<file path="config.mk">
export PLATFORM = sky130hd
export DESIGN_NAME = fodt_front
export DESIGN_NICKNAME = d
export VERILOG_FILES = /design/src/rtl/assert_macros.svh /design/src/rtl/fodt_pkg.sv /design/src/rtl/fodt_front.sv
export SDC_FILE = /design/constraint.sdc
export NUM_CORES = 1
export LEC_CHECK = 0
export BUFFER_PORTS_ARGS = -buffer_cell sky130_fd_sc_hd__buf_4
export CORE_ASPECT_RATIO = 1.1
export CORE_MARGIN = 4
export CORE_UTILIZATION = 56
export CTS_CLUSTER_DIAMETER = 60
export CTS_CLUSTER_SIZE = 14
export DETAILED_ROUTE_END_ITERATION = 8
export PLACE_DENSITY = 0.88
export SYNTH_ARGS = -nofsm -noshare
export SYNTH_HDL_FRONTEND = slang
export SYNTH_SLANG_ARGS = --single-unit
</file>
<file path="constraint.sdc">
create_clock -name aclk -period 10.5 [get_ports aclk]
set_clock_uncertainty 0.2 [all_clocks]
set_input_delay 2.1 -clock aclk [delete_from_list [all_inputs] [get_ports aclk]]
set_output_delay 2.1 -clock aclk [all_outputs]
set_load 0.1 [all_outputs]
</file>
<file path="src/rtl/assert_macros.svh">
// Assertion macros shared by fodt_queue and fodt_engine.
// No dependencies; each user supplies aclk and aresetn in scope.
`ifndef ASSERT_MACROS_SVH
`define ASSERT_MACROS_SVH

// Same-cycle implication, checked out of reset.
`define FODT_ASSERT_NOW(lbl, ante, cons, msg) \
    lbl: assert property (@(posedge aclk) disable iff (!aresetn) (ante) |-> (cons)) \
        else $error(msg);

// Next-cycle implication, checked out of reset.
`define FODT_ASSERT_NEXT(lbl, ante, cons, msg) \
    lbl: assert property (@(posedge aclk) disable iff (!aresetn) (ante) |=> (cons)) \
        else $error(msg);

`endif

</file>
<file path="src/rtl/fodt_pkg.sv">
// Shared types and constants for the file-open dedup table.
// No dependencies.
package fodt_pkg;

    localparam int TABLE_DEPTH_DEF = 32;
    localparam int CMD_QUEUE_DEPTH = 2;
    localparam logic [63:0] HASH_SEED   = 64'd5381;
    localparam logic [63:0] HASH_BEGIN  = HASH_SEED * 64'd33;
    localparam logic [63:0] WINDOW_RST  = 64'd60000000000;
    localparam logic [31:0] COUNT_MAX   = 32'hFFFF_FFFF;

    typedef enum logic [1:0] {
        REQ_OPEN_BEGIN = 2'd0,
        REQ_PATH_BYTE  = 2'd1,
        REQ_OPEN_END   = 2'd2,
        REQ_EXIT       = 2'd3
    } req_type_t;

    typedef enum logic [1:0] {
        RPT_FIRST   = 2'd0,
        RPT_EXPIRED = 2'd1,
        RPT_EXIT    = 2'd2
    } rpt_kind_t;

    typedef struct packed {
        logic [1:0]         req_type;
        logic [22:0]        pid;
        logic [7:0]         path_byte;
        logic signed [31:0] open_flags;
        logic [63:0]        event_time_ns;
    } in_item_t;

    typedef struct packed {
        logic [1:0]         report_kind;
        logic [22:0]        report_pid;
        logic signed [31:0] report_flags;
        logic [31:0]        open_count;
        logic [63:0]        key_hash;
        logic [63:0]        report_time_ns;
        logic               untracked;
        logic               last;
    } out_item_t;

    // Command handed from front to engine.
    typedef struct packed {
        logic               is_exit;
        logic [22:0]        pid;
        logic [63:0]        key;
        logic signed [31:0] flags;
        logic [63:0]        time_ns;
    } cmd_t;

    typedef struct packed {
        logic [63:0]        hash;
        logic [63:0]        time_ns;
        logic [31:0]        count;
        logic [22:0]        pid;
        logic signed [31:0] flags;
    } entry_t;

    typedef enum logic [3:0] {
        ST_IDLE,
        ST_SW_RD,
        ST_SW_CHK,
        ST_SW_MV,
        ST_SR_RD,
        ST_SR_CHK,
        ST_INSERT,
        ST_XR_RD,
        ST_XR_CHK,
        ST_XD_RD,
        ST_XD_CHK,
        ST_XD_MV,
        ST_FLUSH
    } eng_state_t;

endpackage

</file>
<file path="src/rtl/fodt_front.sv">
// Front end: takes requests, folds the djb2 hash, forwards table commands.
// Depends on fodt_pkg.
module fodt_front (
    input  logic              aclk,
    input  logic              aresetn,
    input  logic              s_valid,
    output logic              s_ready,
    input  fodt_pkg::in_item_t s_data,
    output logic              q_push,
    output fodt_pkg::cmd_t    q_cmd,
    input  logic              q_ready
);
    import fodt_pkg::*;

    logic [63:0] hash_reg, hash_next;
    logic [22:0] pid_reg, pid_next;
    logic        accept;
    logic [63:0] byte_ext;

    assign s_ready  = q_ready;
    assign accept   = s_valid && s_ready;
    assign byte_ext = {{56{s_data.path_byte[7]}}, s_data.path_byte};

    always_comb begin
        hash_next = hash_reg;
        pid_next  = pid_reg;
        q_push    = 1'b0;
        if (accept) begin
            unique case (req_type_t'(s_data.req_type))
                REQ_OPEN_BEGIN: begin
                    pid_next  = s_data.pid;
                    hash_next = HASH_BEGIN + {41'd0, s_data.pid};
                end
                REQ_PATH_BYTE: begin
                    if (s_data.path_byte != 8'd0) begin
                        hash_next = {hash_reg[58:0], 5'd0} + hash_reg + byte_ext;
                    end
                end
                REQ_OPEN_END: q_push = 1'b1;
                REQ_EXIT:     q_push = 1'b1;
                default:      q_push = 1'b0;
            endcase
        end
    end

    always_comb begin
        q_cmd.is_exit = (s_data.req_type == REQ_EXIT);
        q_cmd.pid     = (s_data.req_type == REQ_EXIT) ? s_data.pid : pid_reg;
        q_cmd.key     = hash_reg;
        q_cmd.flags   = s_data.open_flags;
        q_cmd.time_ns = s_data.event_time_ns;
    end

    always_ff @(posedge aclk) begin
        if (!aresetn) begin
            hash_reg <= HASH_SEED;
            pid_reg  <= 23'd0;
        end else begin
            hash_reg <= hash_next;
            pid_reg  <= pid_next;
        end
    end

endmodule

</file>
==> results.json <==
{
  "clk_latency_ns": 0.36,
  "antenna_cells": 0,
  "synth.area.top_cells": "dfxtp_1 19%, fa_1 13%, ha_1 9.1%",
  "synthMuxAreaShare_pct": 3.09,
  "final_max_slew_viol_count": 0,
  "avgSynthCellArea_um2": 8.24,
  "async_flop_share_pct": 0,
  "die_area_um2": 18900,
  "hold_viol": 0,
  "cp_max_fo": 44,
  "cp-end-kind": "flip-flop",
  "grt_pass1_wl_um": 42100,
  "rsz0062_at_grt": "false",
  "synth_simple_gate_area_share_pct": 15.1,
  "ir_drop_uv": 87.8,
  "min_path_type": "flip-flop to flip-flop",
  "hpwlAfterDp_um": 20300,
  "synth_top_area_cell": "dfxtp_1",
  "crit_type": "primary input to flip-flop",
  "combPwrFrac_pct": 44.4,
  "clockBufferDepth": 2,
  "nets": 1394,
  "post-cts-setup-buffer-count": 0,
  "cts_sinks": 87,
  "largest_reg_flops": 64,
  "regToRegEndpoint": "hash_reg[52]",
  "min_path_cells": 2,
  "drc": 0,
  "grt_max_degree": 57,
  "sequentialPowerShare_pct": 29.1,
  "ios": 319,
  "cts_tree": "done",
  "reg2reg_depth": 13,
  "cp_common_cell": "o21ai_0",
  "detail_route.iter0.violations": 641,
  "leakage_nw": 4.48,
  "die_w_um": 132,
  "grt_pass1_vias": 8360,
  "rows": 49,
  "synth_fa_ha_area_share_pct": 21.6,
  "vias": 8275,
  "synth_area_um2": 9400,
  "power_switching_mw": 0.536,
  "setup_viol": 0,
  "synth_top_area_share_pct": 18.5,
  "avgRoutedWirePerCell_um": 19.3,
  "pwr-share-clk_pct": 26.5,
  "max_stage_delay_ns": 0.82,
  "place_congestion": 0.984,
  "synth_xor_area_share_pct": 7.08,
  "cts_buffers": 9,
  "synth_ff_type": "dfxtp_1",
  "fin_crit_ns": 6.54,
  "p_sw_share_pct": 42.9,
  "grt-ovfl-total": 0,
  "fmax_mhz": 153,
  "cts_root_buffer": "clkbuf_16",
  "start_util_pct": 57.2,
  "reg2reg_from": "hash_reg[26]",
  "slew_headroom_pct": 30.9,
  "drive_gt1_share_pct": 17.3,
  "post_cts_resized": 0,
  "cp_data_required_time_ns": 10.54,
  "vias_per_cell": 6.17,
  "drv_cap": 0,
  "antenna_left": 0,
  "portBuffers": 126,
  "synth_top_family_by_area": "compound AO/OA/AOI/OAI gates",
  "synth-compound-area-share_pct": 23.7,
  "core_um2": 16400,
  "yosysUniqueCellTypes": 72,
  "r2r_setup_slack_ns": 6.47,
  "outcome": "finished clean",
  "htreeDepth": 3,
  "seq_area_frac_synth_pct": 18.5,
  "synth_enable_flop_cells": 0,
  "synth_warnings": 0,
  "drt_pass1_iterations": 6,
  "crit_chain": "buf_4 > buf_4 > fa_1 > ha_1 > a211oi_1 > o2111ai_1 > a311o_1 > o211ai_1 > o32ai_1 > o21ai_0 > o21ai_0 > a211oi_1 > o21ai_0 > xnor2_1 > o21ai_0",
  "power_density_nw_per_um2": 125,
  "final_core_util_pct": 61.0,
  "die_y_um": 144,
  "clk_pin_slew_worst_paths_ns": 0.07,
  "hold_path_startpoint": "pid_reg[5]",
  "crit_arrival_ns": 6.57,
  "syn_inst": 1140,
  "cts.hold.buffers_added": 0,
  "area_growth_pct": 6.64,
  "wl_um": 25900,
  "finalCritPeriodShare_pct": 62.2,
  "syn-num-nets": 1400,
  "crit_slowest_cell": "buf_4",
  "final.setup.tns_ns": 0,
  "internal_power_mw": 0.713,
  "track_usage_pct": 27.4,
  "tightest_slew_ns": 1.03,
  "synth-seq-cells": 87,
  "whs_endpoint": "pid_reg[5]",
  "antenna_found_initial": 0,
  "start_kind": "primary input"
}
## synthesized netlist by cell type, types with 20 or more instances
library cell	count
nand2_1	156
buf_4	97
dfxtp_1	87
o21ai_0	85
a21oi_1	84
ha_1	68
fa_1	59
nor2_1	54
xnor2_1	52
clkbuf_1	43
a21o_1	33
a21boi_0	26
mux2_2	24
xor2_1	24
nand3_1	22
inv_1	20
## worst max-delay path: cells and delay by family
kind                       cells  cell delay, ns
AOI/OAI and AO/OA             10            2.22
xor gates and xnor gates       1            0.17
adders and majority gates      2            0.93
buffers and inverters          2            1.12
## stage by stage
stage                     area [um2]  setup WS [ns]  cells  total power [mW]  hold slack, ns
after floorplan                 9400           4.86   1140             0.957           0.240
after global placement          9730           3.75   1327             0.912           0.247
after detailed placement        9730           3.62   1327             0.919           0.257
after CTS                      10000           3.99   1342              1.25           0.266
after global routing           10000           3.63   1342              1.31           0.291
final                          10000           3.96   1342              1.25           0.261
## worst max path at each step
| stage | slack, ns | startpoint | to |
|---|---|---|---|
| CTS | 3.99 | s_data[103] | hash_reg[52] |
| global placement | 3.75 | s_data[103] | hash_reg[52] |
| finish | 3.96 | s_data[103] | hash_reg[52] |
| floorplan | 4.86 | s_data[127] | q_cmd[163] |
| detailed placement | 3.62 | s_data[103] | hash_reg[52] |
| global route | 3.63 | s_data[103] | hash_reg[52] |
## cells by family (layout without fill, tap and decap cells)
group,Yosys count,in the layout
multiplexers,26,26
buffers and inverters,171,169
AND/OR/NAND/NOR,312,312
XOR/XNOR,76,76
adder cells (fa/ha/maj),127,127
AO/OA/AOI/OAI,341,341
flip-flops,87,87
## power groups by stage
stage / Clock [mW] / Combinational (mW) / Sequential [mW]
final: 0.332 / 0.554 / 0.363
after global routing: 0.348 / 0.602 / 0.365
after floorplan: 0 / 0.515 / 0.441
after CTS: 0.336 / 0.552 / 0.363
after detailed placement: 0 / 0.549 / 0.371
after global placement: 0 / 0.542 / 0.371
## placed cells by master, fill, tap and decap left out, types with 12 or more instances in the layout
master,count
fa_1,59
a21o_1,33
inv_1,20
buf_4,134
dfxtp_1,87
nand2_1,156
a21oi_1,84
mux2_2,24
nand4_1,19
nor2_1,54
ha_1,68
o21bai_1,12
o21ai_0,85
and3_1,13
xor2_1,24
xnor2_1,52
a21boi_0,26
nand3_1,22
nor2b_1,14
## metal layers
layer	share of wire [%]	vias to the layer above	GRT usage, %	wire length (um)
li1	-	3912	-	-
met4	4.9	0	15.5	1270
met1	41	3930	32.4	10600
met3	6.0	99	5.11	1550
met2	48	334	47.3	12500
met5	0	-	0	0
## final cells by class
type / instances / area, um2
tap: 204 / 255
clock inverter: 5 / 60.1
clock buffer: 10 / 229
fill: 1434 / 6410
sequential: 87 / 1740
multi-input combinational: 882 / 6660
timing repair buffer: 134 / 1010
inverter: 20 / 75.1
(Power assumes the default switching activity.)
