<file path="config.mk">
export PLATFORM = sky130hd
export DESIGN_NAME = fodt_queue
export DESIGN_NICKNAME = d
export VERILOG_FILES = /design/src/rtl/fodt_pkg.sv /design/src/rtl/fodt_queue.sv
export VERILOG_INCLUDE_DIRS = /design/src /design/src/rtl
export SDC_FILE = /design/constraint.sdc
export NUM_CORES = 1
export LEC_CHECK = 0
export BUFFER_PORTS_ARGS = -buffer_cell sky130_fd_sc_hd__clkbuf_2
export CAP_MARGIN = 20
export CORE_MARGIN = 2
export CORE_UTILIZATION = 52
export CTS_CLUSTER_SIZE = 14
export DETAILED_ROUTE_END_ITERATION = 12
export GPL_ROUTABILITY_DRIVEN = 1
export GPL_TIMING_DRIVEN = 0
export PLACE_DENSITY = 0.79
export SYNTH_ARGS = -nofsm -noshare
export SYNTH_HDL_FRONTEND = slang
export SYNTH_SLANG_ARGS = --single-unit
</file>
<file path="constraint.sdc">
create_clock -name aclk -period 10.5 [get_ports aclk]
set_input_delay 0.525 -clock aclk [delete_from_list [all_inputs] [get_ports aclk]]
set_output_delay 0.525 -clock aclk [all_outputs]
set_load 0.1 [all_outputs]
</file>
<file path="src/rtl/assert_macros.svh">
// Assertion macros shared by fodt_queue and fodt_engine.
// No dependencies; each user supplies aclk and aresetn in scope.
`ifndef ASSERT_MACROS_SVH
`define ASSERT_MACROS_SVH

// Same-cycle implication, checked out of reset.
`define FODT_ASSERT_NOW(lbl, ante, cons, msg) \
    lbl: assert property (@(posedge aclk) disable iff (!aresetn) (ante) |-> (cons)) \
        else $error(msg);

// Next-cycle implication, checked out of reset.
`define FODT_ASSERT_NEXT(lbl, ante, cons, msg) \
    lbl: assert property (@(posedge aclk) disable iff (!aresetn) (ante) |=> (cons)) \
        else $error(msg);

`endif

</file>
<file path="src/rtl/fodt_pkg.sv">
// Shared types and constants for the file-open dedup table.
// No dependencies.
package fodt_pkg;

    localparam int TABLE_DEPTH_DEF = 32;
    localparam int CMD_QUEUE_DEPTH = 2;
    localparam logic [63:0] HASH_SEED   = 64'd5381;
    localparam logic [63:0] HASH_BEGIN  = HASH_SEED * 64'd33;
    localparam logic [63:0] WINDOW_RST  = 64'd60000000000;
    localparam logic [31:0] COUNT_MAX   = 32'hFFFF_FFFF;

    typedef enum logic [1:0] {
        REQ_OPEN_BEGIN = 2'd0,
        REQ_PATH_BYTE  = 2'd1,
        REQ_OPEN_END   = 2'd2,
        REQ_EXIT       = 2'd3
    } req_type_t;

    typedef enum logic [1:0] {
        RPT_FIRST   = 2'd0,
        RPT_EXPIRED = 2'd1,
        RPT_EXIT    = 2'd2
    } rpt_kind_t;

    typedef struct packed {
        logic [1:0]         req_type;
        logic [22:0]        pid;
        logic [7:0]         path_byte;
        logic signed [31:0] open_flags;
        logic [63:0]        event_time_ns;
    } in_item_t;

    typedef struct packed {
        logic [1:0]         report_kind;
        logic [22:0]        report_pid;
        logic signed [31:0] report_flags;
        logic [31:0]        open_count;
        logic [63:0]        key_hash;
        logic [63:0]        report_time_ns;
        logic               untracked;
        logic               last;
    } out_item_t;

    // Command handed from front to engine.
    typedef struct packed {
        logic               is_exit;
        logic [22:0]        pid;
        logic [63:0]        key;
        logic signed [31:0] flags;
        logic [63:0]        time_ns;
    } cmd_t;

    typedef struct packed {
        logic [63:0]        hash;
        logic [63:0]        time_ns;
        logic [31:0]        count;
        logic [22:0]        pid;
        logic signed [31:0] flags;
    } entry_t;

    typedef enum logic [3:0] {
        ST_IDLE,
        ST_SW_RD,
        ST_SW_CHK,
        ST_SW_MV,
        ST_SR_RD,
        ST_SR_CHK,
        ST_INSERT,
        ST_XR_RD,
        ST_XR_CHK,
        ST_XD_RD,
        ST_XD_CHK,
        ST_XD_MV,
        ST_FLUSH
    } eng_state_t;

endpackage

</file>
<file path="src/rtl/fodt_queue.sv">
// Short command queue between front and engine.
// Depends on fodt_pkg and assert_macros.svh.
`include "assert_macros.svh"
module fodt_queue (
    input  logic           aclk,
    input  logic           aresetn,
    input  logic           push,
    input  fodt_pkg::cmd_t push_cmd,
    output logic           push_ready,
    input  logic           pop,
    output fodt_pkg::cmd_t pop_cmd,
    output logic           pop_valid
);
    import fodt_pkg::*;

    localparam int PTR_W = $clog2(CMD_QUEUE_DEPTH);
    localparam int CNT_W = $clog2(CMD_QUEUE_DEPTH + 1);

    cmd_t             slot_reg [CMD_QUEUE_DEPTH];
    logic [PTR_W-1:0] wr_ptr_reg, wr_ptr_next, rd_ptr_reg, rd_ptr_next;
    logic [CNT_W-1:0] cnt_reg, cnt_next;

    assign push_ready = (cnt_reg != CNT_W'(CMD_QUEUE_DEPTH));
    assign pop_valid  = (cnt_reg != '0);
    assign pop_cmd    = slot_reg[rd_ptr_reg];

    always_comb begin
        wr_ptr_next = wr_ptr_reg;
        rd_ptr_next = rd_ptr_reg;
        cnt_next    = cnt_reg;
        if (push) begin
            wr_ptr_next = (wr_ptr_reg == PTR_W'(CMD_QUEUE_DEPTH - 1)) ? '0
                        : wr_ptr_reg + 1'b1;
        end
        if (pop) begin
            rd_ptr_next = (rd_ptr_reg == PTR_W'(CMD_QUEUE_DEPTH - 1)) ? '0
                        : rd_ptr_reg + 1'b1;
        end
        if (push && !pop) begin
            cnt_next = cnt_reg + 1'b1;
        end else if (pop && !push) begin
            cnt_next = cnt_reg - 1'b1;
        end
    end

    always_ff @(posedge aclk) begin
        if (push) begin
            slot_reg[wr_ptr_reg] <= push_cmd;
        end
    end

    always_ff @(posedge aclk) begin
        if (!aresetn) begin
            wr_ptr_reg <= '0;
            rd_ptr_reg <= '0;
            cnt_reg    <= '0;
        end else begin
            wr_ptr_reg <= wr_ptr_next;
            rd_ptr_reg <= rd_ptr_next;
            cnt_reg    <= cnt_next;
        end
    end

    `FODT_ASSERT_NOW(a_no_overflow, push, push_ready, "queue push while full")
    `FODT_ASSERT_NOW(a_no_underflow, pop, pop_valid, "queue pop while empty")
    `FODT_ASSERT_NEXT(a_push_shows, push && !pop, pop_valid, "pushed command not visible")

endmodule

</file>
==> results.sh, run 1 <==
export IMPL_run_status="finished, final reports clean"
export IMPL_synth_top_cells_by_area="edfxtp_1 82%, mux2_2 15%, buf_6 1.3%, dfxtp_1 0.74%, and2_1 0.18%"
export IMPL_finish_utilization=0.667
export IMPL_max_freq_mhz=376
export IMPL_dieHeight_um=165
export IMPL_finish_net_count=1205
export IMPL_htree_levels=2
export IMPL_pin_count=374
export IMPL_timing_rr_start="wr_ptr_reg$_SDFFE_PN0P_"
export IMPL_finalClockSkew_ps=25.0
export IMPL_synth_area_leader_cell="edfxtp_1"
export IMPL_clock_pin_slew_worst_setup_and_hold_paths_ps=60
export IMPL_post_cts_resized_instances=0
export IMPL_setup_worst_path_end_class="output pin"
export IMPL_vias_per_cell=5.11
export IMPL_die_width_um=165
export IMPL_grt_util_all_layers=0.193
export IMPL_post_route_cells_drive_above_1_share=0.612
export IMPL_final_sum_of_negative_setup_slack_ps=0
export IMPL_holdCritPathClass="input pin to flop"
export IMPL_synthDistinctLibCells=18
export IMPL_pwr_share_clk=0.325
export IMPL_numPlacedInstances=1312
export IMPL_power_leakage_nw=6.58
export IMPL_grt_pass1_wl_um=39500
export IMPL_finalSetupViolCount=0
export IMPL_worst_endpoint_required_ps=9980
export IMPL_route_antenna_remaining_nets=0
export IMPL_synth_area_per_cell_um2=22.8
export IMPL_detailed_placement_wirelength_estimate_um=19200
export IMPL_sw_frac_of_total=0.316
export IMPL_max_clock_path_buffers=3
export IMPL_synth_warning_count=0
export IMPL_power_share_sequential=0.451
export IMPL_hold_path_stages=1
export IMPL_postCtsHoldBufs=0
export IMPL_n_antenna_cell=0
export IMPL_top_cell_type_s_share_of_synthesized_area=0.816
export IMPL_synth_mux_area_fraction=0.153
export IMPL_hold_end="slot_reg[1][181]$_DFFE_PP_"
export IMPL_dr_pass1_iters=4
export IMPL_timing_critical_path_from_type="flop"
export IMPL_detail_route_drc_violations=0
export IMPL_clkLatencyLatePin_ps=510
export IMPL_largest_net_degree_at_the_start_of_global_routing=67
export IMPL_synthesis_nets=783
export IMPL_worst_pin_slew_ps=698
export IMPL_port_buffers=373
export IMPL_power_internal_mw=2.64
export IMPL_synth_sequential_area_ratio=0.823
export IMPL_synth_top_family_by_area="multiplexers"
export IMPL_syn_inst=594
export IMPL_maxCapViolCount=0
export IMPL_placed_area_mm2=0.0161
export IMPL_tritoncts_num_sinks=373
export IMPL_yosys_register_bits=373
export IMPL_period_minus_slack_ps=2660
export IMPL_worstHoldStart="push_cmd[181]"
export IMPL_grt_overflow=0
export IMPL_gpl_final_weighted_congestion=0.721
export IMPL_hold_viol=0
export IMPL_synth_xor_xnor_area_share=0.00194
export IMPL_slew_limit_headroom=0.534
export IMPL_num_vias=7027
export IMPL_final_design_area_no_fill_mm2=0.0172
export IMPL_critical_path_arrival_ps=2140
export IMPL_largest_reg_flops=368
export IMPL_initial_core_util=0.524
export IMPL_final_fill_count=1750
export IMPL_area_growth_pct=27.2
export IMPL_powerDensity_mw_per_mm2=224
export IMPL_tritoncts_num_buffers=37
export IMPL_post_synth_instance_area_mm2=0.0135
export IMPL_endpoint_of_the_worst_slack_reg_to_reg_timing_path="slot_reg[0][51]$_DFFE_PP_"
export IMPL_unrepaired_setup_endpoints_after_global_routing="no"
export IMPL_floorplan_core_area_mm2=0.0258
export IMPL_timing_reg2reg_worst_path_depth=4
export IMPL_layout_cells_non_filler=1375
export IMPL_setup_reg_to_reg_worst_slack_ps=8510
export IMPL_dr_iter_0_viols=328
export IMPL_antenna_found_initial=2
export IMPL_number_of_global_route_vias_before_repair=7449
export IMPL_combinationalPowerShare=0.224
export IMPL_whs_ps=196
export IMPL_cts_tree="yes"
export IMPL_cts_repair_timing_setup_buffer_count=0
export IMPL_critPathKind="flop to output pin"
export IMPL_rows=59
export IMPL_synth_compound_area_share=0.00148
export IMPL_yosys_area_share_adder=0.000924
export IMPL_design_die_area_mm2=0.0274
export IMPL_timing_final_max_slew_violations=0
export IMPL_postRouteWirelength_um=27400
export IMPL_cts_root_buffer_cell="clkbuf_16"
export IMPL_synth_simple_gate_area_frac=0.00416
export IMPL_worstPathMaxFanout=10
export IMPL_max_vdd_ir_drop_mv=0.188
export IMPL_p_sw_mw=1.22
export IMPL_post_route_period_util=0.253
export IMPL_routedWlPerCell_um=19.9
## how the worst max path moves through the flow
stage | startpoint | end | slack [ps] | cells past startpoint
2_1_floorplan | push | wr_ptr_reg$_SDFFE_PN0P_ | 1250 | 2
3_3_place_gp | push | wr_ptr_reg$_SDFFE_PN0P_ | -3460 | 3
3_5_place_dp | push | slot_reg[0][61]$_DFFE_PP_ | 8150 | 5
4_1_cts | flop | pop_cmd[10] | 7790 | 4
5_1_grt | flop | pop_cmd[10] | 7730 | 4
6_report | flop | pop_cmd[10] | 7840 | 4
## worst max-delay path, cell delays in order, from the launching register on
cell and delay (ps):
dfxtp_1 360, buf_4 310, buf_6 210, mux2_2 360, clkbuf_2 370
## through the flow
| step | power [mW] | setup slack (ps) |
|---|---|---|
| after detailed placement | 2.64 | 8150 |
| final | 3.85 | 7840 |
| after CTS | 3.89 | 7790 |
| after global placement | 2.64 | -3460 |
| after global routing | 3.97 | 7730 |
| after floorplan | 2.49 | 1250 |
## cells in the mapped netlist
master / count
xnor2_1: 1
o21a_1: 1
edfxtp_1: 368
or3_1: 1
nand2b_1: 1
or2_2: 1
dfxtp_1: 5
inv_1: 1
nor2b_1: 2
buf_2: 2
buf_6: 16
o21ai_0: 1
a21boi_0: 1
xor2_1: 2
ha_1: 1
and2_1: 4
buf_4: 2
mux2_2: 184
## logic make-up after synthesis
kind of cell               count (synthesis)
AOI/OAI and AO/OA                          3
buffers and inverters                     21
DFF                                      373
muxes                                    184
xor gates and xnor gates                   3
adders and majority gates                  1
and+or+nand+nor                            9
## layout by cell type, fill, tap and decap left out, drive strengths merged
cell    count
o21a        1
o21ai       1
mux2      184
dfxtp       5
buf        30
and2        4
ha          1
or2         1
xnor2       1
nand2b      1
xor2        2
nor2b       2
edfxtp    368
clkinv     15
inv         2
a21boi      1
clkbuf    417
bufinv      3
or3         1
## power groups by stage
stage | clock network (mW) | logic, mW | registers (mW)
2_1_floorplan | 0 | 0.707 | 1.78
6_report | 1.25 | 0.863 | 1.74
3_5_place_dp | 0 | 0.866 | 1.77
5_1_grt | 1.33 | 0.892 | 1.75
4_1_cts | 1.28 | 0.870 | 1.74
3_3_place_gp | 0 | 0.844 | 1.79
## cell type report
class / count / area, um^2 / area share
Sequential cell: 373 / 11200 / 0.647
Multi-Input combinational cell: 200 / 2200 / 0.127
Timing Repair Buffer: 383 / 2100 / 0.122
Clock buffer: 44 / 995 / 0.0577
Tap cell: 335 / 419 / 0.0243
Buffer: 20 / 205 / 0.0119
Clock inverter: 19 / 163 / 0.00944
Inverter: 1 / 3.75 / 0.000218
## per-layer routing
metal | track usage | share of wire | up-vias
li1 | - | - | 3227
met1 | 0.203 | 0.34 | 3441
met2 | 0.350 | 0.53 | 287
met3 | 0.0677 | 0.095 | 68
met4 | 0.0803 | 0.035 | 4
met5 | 0 | 0.00099 | -
No activity file was read; power rests on OpenSTA's default activity.
==> run 2, diff against run 1 <==
==> constraint.sdc (replaced) <==
create_clock -name aclk -period 2.5 [get_ports aclk]
set_input_delay 0.125 -clock aclk [delete_from_list [all_inputs] [get_ports aclk]]
set_output_delay 0.125 -clock aclk [all_outputs]
set_load 0.1 [all_outputs]
==> run 2 against run 1 <==
Routed wire length grew 14%. Die area unchanged. Sequential power grew to 4.2 times the previous value. Hold slack lost 54 ps. Final cell count grew 14%. Total power rose to 4.3 times the previous value. Sequential share of layout area fell by 6.2 points. Via count up 12%. Worst setup slack worse by 7600 ps. Critical endpoint is now pop_cmd[55]. Largest cell class unchanged. Largest power group unchanged.
==> results.sh, run 2 (synthesis results as in run 1) <==
export IMPL_post_route_cells_drive_above_1_share=0.521
export IMPL_layout_common_cells="373 x clkbuf_2, 368 x edfxtp_1, 187 x dlygate4sd3_1, 184 x mux2_2, 41 x clkbuf_16"
export IMPL_largest_reg_flops=368
export IMPL_worstPathCellList="buf_4 > buf_6 > mux2_2 > clkbuf_2"
export IMPL_final_design_area_no_fill_mm2=0.0191
export IMPL_finalClockSkew_ps=14.1
export IMPL_endpoint_of_the_worst_slack_reg_to_reg_timing_path="slot_reg[0][114]$_DFFE_PP_"
export IMPL_clkLatencyLatePin_ps=510
export IMPL_critical_path_arrival_ps=2170
export IMPL_cts_tree="yes"
export IMPL_worst_endpoint_required_ps=2380
export IMPL_htree_levels=2
export IMPL_timing_rr_start="wr_ptr_reg$_SDFFE_PN0P_"
export IMPL_area_growth_pct=40.8
export IMPL_slew_limit_headroom=0.402
export IMPL_antenna_found_initial=1
export IMPL_unrepaired_setup_endpoints_after_global_routing="no"
export IMPL_grt_util_all_layers=0.219
export IMPL_tritoncts_num_buffers=38
export IMPL_setup_reg_to_reg_worst_slack_ps=470
export IMPL_worstHoldStart="push"
export IMPL_run_status="finished, final reports clean"
export IMPL_route_antenna_remaining_nets=0
export IMPL_grt_overflow=0
export IMPL_power_leakage_nw=7.34
export IMPL_dieHeight_um=165
export IMPL_timing_reg2reg_worst_path_depth=5
export IMPL_die_width_um=165
export IMPL_timing_final_max_slew_violations=0
export IMPL_maxCapViolCount=0
export IMPL_totalPowerFinal_mw=16.4
export IMPL_worstPathMaxFanout=10
export IMPL_holdCritPathClass="input pin to flop"
export IMPL_post_route_period_util=0.917
export IMPL_timing_critical_path_from_type="flop"
export IMPL_dr_pass1_iters=4
export IMPL_floorplan_core_area_mm2=0.0258
export IMPL_cp_endpoint="pop_cmd[55]"
export IMPL_design_die_area_mm2=0.0274
export IMPL_powerDensity_mw_per_mm2=861
export IMPL_grt_pass1_wl_um=45300
export IMPL_finalSetupViolCount=0
export IMPL_max_freq_mhz=436
export IMPL_initial_core_util=0.524
export IMPL_num_vias=7841
export IMPL_max_clock_path_buffers=3
export IMPL_hold_viol=0
export IMPL_detailed_placement_wirelength_estimate_um=19100
export IMPL_cpPeakStageDelay_ps=380
export IMPL_critical_path_slowest_cell="mux2_2"
export IMPL_critPathKind="flop to output pin"
export IMPL_setup_worst_path_end_class="output pin"
export IMPL_gpl_final_weighted_congestion=0.764
export IMPL_detail_route_drc_violations=0
export IMPL_rows=59
export IMPL_dr_iter_0_viols=560
export IMPL_routedWlPerCell_um=20.0
export IMPL_max_vdd_ir_drop_mv=0.757
export IMPL_cts_repair_timing_setup_buffer_count=0
export IMPL_port_buffers=373
export IMPL_pin_count=374
export IMPL_tritoncts_num_sinks=373
export IMPL_cts_root_buffer_cell="clkbuf_16"
export IMPL_number_of_global_route_vias_before_repair=8474
export IMPL_final_common_cell="clkbuf_2"
export IMPL_placed_area_mm2=0.0161
export IMPL_postRouteWirelength_um=31300
export IMPL_clock_pin_slew_worst_setup_and_hold_paths_ps=60
export IMPL_vias_per_cell=5.00
export IMPL_period_minus_slack_ps=2290
export IMPL_finish_net_count=1392
export IMPL_largest_net_degree_at_the_start_of_global_routing=66
export IMPL_post_cts_resized_instances=0
export IMPL_worst_pin_slew_ps=897
==> run 2: cell count changes in the layout (fill, tap and decap cells not counted), sizes merged <==
cell,previous run,this run
clkbuf,417,425
clkinv,15,13
clkinvlp,0,3
dlygate4sd3,0,187
inv,2,1
buf,30,29
diode,0,1
bufinv,3,0
==> run 2: final cells by class <==
class | count | area [um^2]
plain buffers | 20 | 205
fillers | 1465 | 6760
multi-input cells | 200 | 2200
clock buffers | 52 | 1070
inverters | 1 | 3.75
well taps | 335 | 419
flip-flops and latches | 373 | 11200
diodes | 1 | 2.50
repair buffers | 569 | 3950
clock inverters | 16 | 80.1
==> run 2: worst max-delay path, delay by kind of cell, from the launching register on <==
kind	cells	cell delay (ps)
buffers and inverters	3	910
muxes	1	380
DFF	1	360
==> run 2: where the power goes <==
group          total, mW  internal [mW]  switching, mW
Sequential          7.31           7.23         0.0822
Clock               5.22           2.99           2.23
Combinational       3.89          0.904           2.99
==> run 2: repair_timing <==
item / CTS / global route
endpoints found under the setup margin: 0 / 0
hold endpoints to repair: 373 / 0
hold buffers: 187 / 0
==> run 2: per-stage QoR <==
step,utilization,hold slack [ps],worst slack (ps),setup TNS [ps],std cells
floorplan,-,224,-972,-282120,594
global placement,0.613,313,-2410,-757200,1302
detailed placement,0.621,317,477,0,1311
CTS,0.738,117,138,0,1566
global route,0.738,141,108,0,1567
finish,0.738,141,207,0,1567
==> run 2: worst min path at each step <==
stage,to,cells past startpoint
2_1_floorplan,slot_reg[0][0]$_DFFE_PP_,0
3_3_place_gp,slot_reg[0][95]$_DFFE_PP_,1
3_5_place_dp,slot_reg[1][45]$_DFFE_PP_,1
4_1_cts,slot_reg[0][80]$_DFFE_PP_,2
5_1_grt,slot_reg[0][77]$_DFFE_PP_,2
6_report,slot_reg[0][180]$_DFFE_PP_,2
==> run 2: metal layers <==
metal,track usage,share of wire,vias to the layer above
met3,0.0567,0.077,78
met5,0,0,-
met1,0.241,0.36,3838
met4,0.0827,0.035,0
met2,0.407,0.53,329
li1,-,-,3596
